--- src/hw/rtl/pdmq_pkg.sv ---
// Shared types and constants of the priority drop message queue.
package pdmq_pkg;

    localparam logic [2:0] SEV_DATA     = 3'd0;
    localparam logic [2:0] SEV_INFO     = 3'd1;
    localparam logic [2:0] SEV_CRITICAL = 3'd4;

    localparam logic [1:0] ACT_ADD   = 2'd0;
    localparam logic [1:0] ACT_FLUSH = 2'd1;
    localparam logic [1:0] ACT_CLEAR = 2'd2;

    localparam logic [9:0] MAX_SIZE_RESET = 10'd500;

    localparam int unsigned ENTRY_W = 67;

    typedef enum logic [3:0] {
        ST_IDLE,
        ST_DECODE,
        ST_SCAN,
        ST_PICK,
        ST_SHIFT,
        ST_APPEND,
        ST_FLUSH_RD,
        ST_FLUSH_CAP,
        ST_REPORT
    } state_t;

    typedef struct packed {
        logic load;
        logic init;
        logic clear;
        logic scan;
        logic pick;
        logic shift;
        logic append;
        logic flush_rd;
        logic flush_cap;
        logic report;
    } cmd_t;

    typedef struct packed {
        logic [1:0] action;
        logic       room;
        logic       empty;
        logic       sweep_done;
        logic       found;
    } status_t;

endpackage

--- src/hw/rtl/pdmq_ctrl.sv ---
// Sequencing state machine of the message queue.
module pdmq_ctrl (
    input  logic              clk,
    input  logic              rst_n,
    input  logic              start,
    input  pdmq_pkg::status_t sts,
    output pdmq_pkg::cmd_t    cmd,
    output logic              busy
);

    pdmq_pkg::state_t state_reg, state_next;

    always_ff @(posedge clk or negedge rst_n)
    begin
        if (!rst_n)
        begin
            state_reg <= pdmq_pkg::ST_IDLE;
        end
        else
        begin
            state_reg <= state_next;
        end
    end

    always_comb
    begin
        state_next = state_reg;
        unique case (state_reg)
            pdmq_pkg::ST_IDLE:
            begin
                if (start)
                begin
                    state_next = pdmq_pkg::ST_DECODE;
                end
            end
            pdmq_pkg::ST_DECODE:
            begin
                case (sts.action)
                    pdmq_pkg::ACT_ADD:
                    begin
                        if (sts.room)
                        begin
                            state_next = pdmq_pkg::ST_APPEND;
                        end
                        else if (sts.empty)
                        begin
                            state_next = pdmq_pkg::ST_REPORT;
                        end
                        else
                        begin
                            state_next = pdmq_pkg::ST_SCAN;
                        end
                    end
                    pdmq_pkg::ACT_FLUSH:
                    begin
                        state_next = sts.empty ? pdmq_pkg::ST_REPORT : pdmq_pkg::ST_FLUSH_RD;
                    end
                    default:
                    begin
                        state_next = pdmq_pkg::ST_REPORT;
                    end
                endcase
            end
            pdmq_pkg::ST_SCAN:
            begin
                if (sts.sweep_done)
                begin
                    state_next = pdmq_pkg::ST_PICK;
                end
            end
            pdmq_pkg::ST_PICK:
            begin
                state_next = sts.found ? pdmq_pkg::ST_SHIFT : pdmq_pkg::ST_REPORT;
            end
            pdmq_pkg::ST_SHIFT:
            begin
                if (sts.sweep_done)
                begin
                    state_next = pdmq_pkg::ST_APPEND;
                end
            end
            pdmq_pkg::ST_APPEND:    state_next = pdmq_pkg::ST_REPORT;
            pdmq_pkg::ST_FLUSH_RD:  state_next = pdmq_pkg::ST_FLUSH_CAP;
            pdmq_pkg::ST_FLUSH_CAP: state_next = pdmq_pkg::ST_REPORT;
            pdmq_pkg::ST_REPORT:    state_next = pdmq_pkg::ST_IDLE;
            default:                state_next = pdmq_pkg::ST_IDLE;
        endcase
    end

    always_comb
    begin
        cmd  = '0;
        busy = 1'b1;
        unique case (state_reg)
            pdmq_pkg::ST_IDLE:
            begin
                busy     = 1'b0;
                cmd.load = start;
            end
            pdmq_pkg::ST_DECODE:
            begin
                cmd.init  = 1'b1;
                cmd.clear = (sts.action == pdmq_pkg::ACT_CLEAR);
            end
            pdmq_pkg::ST_SCAN:      cmd.scan      = 1'b1;
            pdmq_pkg::ST_PICK:      cmd.pick      = 1'b1;
            pdmq_pkg::ST_SHIFT:     cmd.shift     = 1'b1;
            pdmq_pkg::ST_APPEND:    cmd.append    = 1'b1;
            pdmq_pkg::ST_FLUSH_RD:  cmd.flush_rd  = 1'b1;
            pdmq_pkg::ST_FLUSH_CAP: cmd.flush_cap = 1'b1;
            pdmq_pkg::ST_REPORT:    cmd.report    = 1'b1;
            default:                busy          = 1'b1;
        endcase
    end

endmodule

--- config.mk ---
export PLATFORM = sky130hd
export DESIGN_NAME = pdmq_ctrl
export DESIGN_NICKNAME = d
export VERILOG_FILES = /design/src/hw/rtl/pdmq_pkg.sv /design/src/hw/rtl/pdmq_ctrl.sv
export SDC_FILE = /design/constraint.sdc
export NUM_CORES = 1
export LEC_CHECK = 0
export ABC_AREA = 1
export BUFFER_PORTS_ARGS = -buffer_cell sky130_fd_sc_hd__buf_2
export CAP_MARGIN = 20
export CORE_AREA = 2 2 39 41
export DETAILED_ROUTE_END_ITERATION = 7
export DIE_AREA = 0 0 41 43
export REMOVE_ABC_BUFFERS = 1
export SLEW_MARGIN = 15
export SYNTH_ARGS = -nofsm -noshare
export SYNTH_HDL_FRONTEND = slang
export SYNTH_SLANG_ARGS = --single-unit
--- constraint.sdc ---
create_clock -name clk -period 1 [get_ports clk]
set_clock_uncertainty 0.05 [all_clocks]
set_input_delay 0.2 -clock clk [delete_from_list [all_inputs] [get_ports clk]]
set_output_delay 0.2 -clock clk [all_outputs]
set_load 0.05 [all_outputs]
==> results.cfg <==
[outcome]
status = finished, violations left
failed_checks = negative setup slack

[placement]
post-place-cells = 102
numPortBuffers = 19
gp_congestion = 0.706
postPlaceCellArea_um2 = 534
place_hpwl_um = 739

[hold_path]
min_to = state_reg[3]$_DFFE_PN0P_
hold_path_depth = 2
min_path_type = primary input to flop
hold_path_startpoint = sts[0]

[route]
first_pass_iters = 4
dr_total_vias = 511
drtIter0Drc = 8
wl_per_cell_um = 10.9
avgViaCountPerCell = 4.37
drc = 0
wirelength_um = 1280
antenna_left = 0

[sta]
fin_ws_ps = -571
final_hold_viol_count = 0
drv_slew = 0
min_period_over_period = 1.57
tightest_slew_ps = 197
rsz0062_at_grt = true
relSlewSlack = 0.868
whs_ps = 146
fmax_mhz = 637
min_period_ps = 1570
setup_viol = 15

[logic_synthesis]
yosys_warnings = 0
syn-cell-area_um2 = 344
synth_area_leader_cell = dfrtp_1
netlist_instances = 57
synth_seq_cells = 4
postSynthAreaPerCell_um2 = 6.04
synth_area_leaders = dfrtp_1, inv_1, nand2_1
yosysUniqueCellTypes = 14
yosysSeqAreaShare = 0.291
yosys.area.top_type_share = 0.291

[floorplan]
start_util = 0.249
dieArea_um2 = 1760
fp-row-count = 14
coreArea_um2 = 1380
io_pins = 20
fp.dieH_um = 43
die_w_um = 41

[final_layout]
final_net_count = 112
area_growth_pct = 131
fillers = 139
design_area_um2 = 796
final_cell_count_no_fill = 117
diodes = 0
drive_gt1_frac = 0.644
largest_reg_flops = 4

[clock_network]
htreeDepth = 1
cts_tree = built
cts.sinks = 4
clkLatencyLatePin_ps = 240
numCtsBuffers = 3
clockRootBuffer = clkbuf_4
clock_path_buffers = 2
clk_pin_slew_ps = 30

[grt]
grt_pass1_wl_um = 1880
antenna_found_initial = 0
gr-total-overflow = 0
grt_max_degree = 6
track_usage = 0.160
grt_pass1_vias = 505

[critical_path]
cp-start-kind = flop
reg2reg_from = state_reg[2]$_DFFE_PN0P_
critPathKind = flop to output pin
cp_cell_sequence = nor2_4 > inv_2 > nor2_4 > inv_2 > nor2_4 > buf_8
endpoint_kind = output pin
rrSetupSlack_ps = -520
cpPeakStageDelay_ps = 410
reg2reg_depth = 11
crit_top_cell = nor2_4
rr_endpoint = state_reg[0]$_DFFE_PN0P_
cp_slowest_cell = dfrtp_1
arrival_ps = 1320
critical_path_required_ps = 750
crit_fanout = 4

[power]
irDropWorstVdd_mv = 1.62
combPwrFrac = 0.823
p_clk_frac = 0.069
power.density_nw_per_um2 = 3640
power_frac_seq = 0.108
switching_share = 0.483
p_int_w = 0.00150
p_sw_w = 0.00140
p_leak_nw = 0.451

[flow_run]
drv_cap = 0
==> cells in the mapped netlist <==
library cell,instances
nand3_2,1
nand2_2,1
nor2_1,7
inv_2,1
dfrtp_1,4
a21oi_1,1
inv_1,17
nor2_4,2
nand3_1,6
nor2_2,1
o21ai_0,1
o211ai_1,1
nand2_1,10
nor3_1,4
==> logic make-up after synthesis <==
logic type             after synthesis  share of synthesized area
AOI/OAI and AO/OA                    3                     0.0509
buffers and inverters               18                      0.196
DFF                                  4                      0.291
and+or+nand+nor                     32                      0.462
==> worst max-delay path by stage <==
stage                                   startpoint      to  slack (ps)  depth (start not counted)
final                     state_reg[2]$_DFFE_PN0P_  cmd[9]        -570                          6
after global routing      state_reg[2]$_DFFE_PN0P_  cmd[9]        -640                          6
after CTS                 state_reg[0]$_DFFE_PN0P_  cmd[9]        -550                          6
after detailed placement  state_reg[3]$_DFFE_PN0P_  cmd[9]        -400                          6
after global placement    state_reg[3]$_DFFE_PN0P_  cmd[9]        -370                          6
after floorplan           state_reg[3]$_DFFE_PN0P_  cmd[7]        -980                          3
==> placed cells by master (no fill, tap or decap) <==
master / n
dfrtp_1: 3
inv_1: 11
nand2_1: 9
buf_2: 8
o211ai_1: 1
nor3_4: 1
buf_8: 3
nor3_2: 3
nand3_1: 4
nor2_2: 1
nor2_1: 5
nand2_2: 2
nand3_2: 3
nor2_4: 4
inv_2: 7
buf_6: 11
dlygate4sd3_1: 1
buf_4: 18
a21oi_1: 1
dfrtp_2: 1
o21ai_0: 1
clkbuf_4: 3
==> layout make-up <==
| class | count | area, um2 | area share |
|---|---|---|---|
| Sequential cell | 4 | 101 | 0.127 |
| Clock buffer | 3 | 22.5 | 0.0283 |
| Tap cell | 16 | 20.0 | 0.0252 |
| Timing Repair Buffer | 41 | 354 | 0.445 |
| Inverter | 18 | 67.6 | 0.0849 |
| Multi-Input combinational cell | 35 | 230 | 0.289 |
==> metal layers <==
metal,vias to the layer above,global-route usage,share of wire
met1,231,0.156,0.33
met3,2,0.0366,0.037
met4,0,0.0800,0.013
li1,257,-,-
met5,-,0,0
met2,21,0.288,0.62
==> critical path, delay by kind of cell (launching register included) <==
family,cells,cell delay (ps)
DFF,1,410
buffers and inverters,3,280
and+or+nand+nor,3,390
==> metrics by stage <==
step / TNS, ps / setup WS (ps) / util / power, W
after floorplan: -6620 / -983 / - / 0.00123
after global routing: -7790 / -635 / 0.575 / 0.00306
final: -6910 / -571 / 0.575 / 0.00289
after CTS: -5980 / -547 / 0.529 / 0.00250
after detailed placement: -4140 / -403 / 0.386 / 0.00169
after global placement: -3930 / -369 / 0.386 / 0.00169
==> what timing repair did <==
action / in CTS / in global routing
hold buffers: 1 / 0
endpoints found under the hold margin: 4 / 0
endpoints found under the setup margin: 15 / 15
resized for setup: 32 / 16
pin swaps: 5 / 3
setup buffers: 9 / 3
==> power groups by stage <==
stage / logic, W / registers, W / clock network (W)
5_1_grt: 0.00254 / 0.000320 / 0.000204
4_1_cts: 0.00199 / 0.000316 / 0.000200
3_3_place_gp: 0.00138 / 0.000311 / 0
3_5_place_dp: 0.00138 / 0.000314 / 0
6_report: 0.00238 / 0.000312 / 0.000200
2_1_floorplan: 0.000921 / 0.000308 / 0
(Power assumes the default switching activity.)
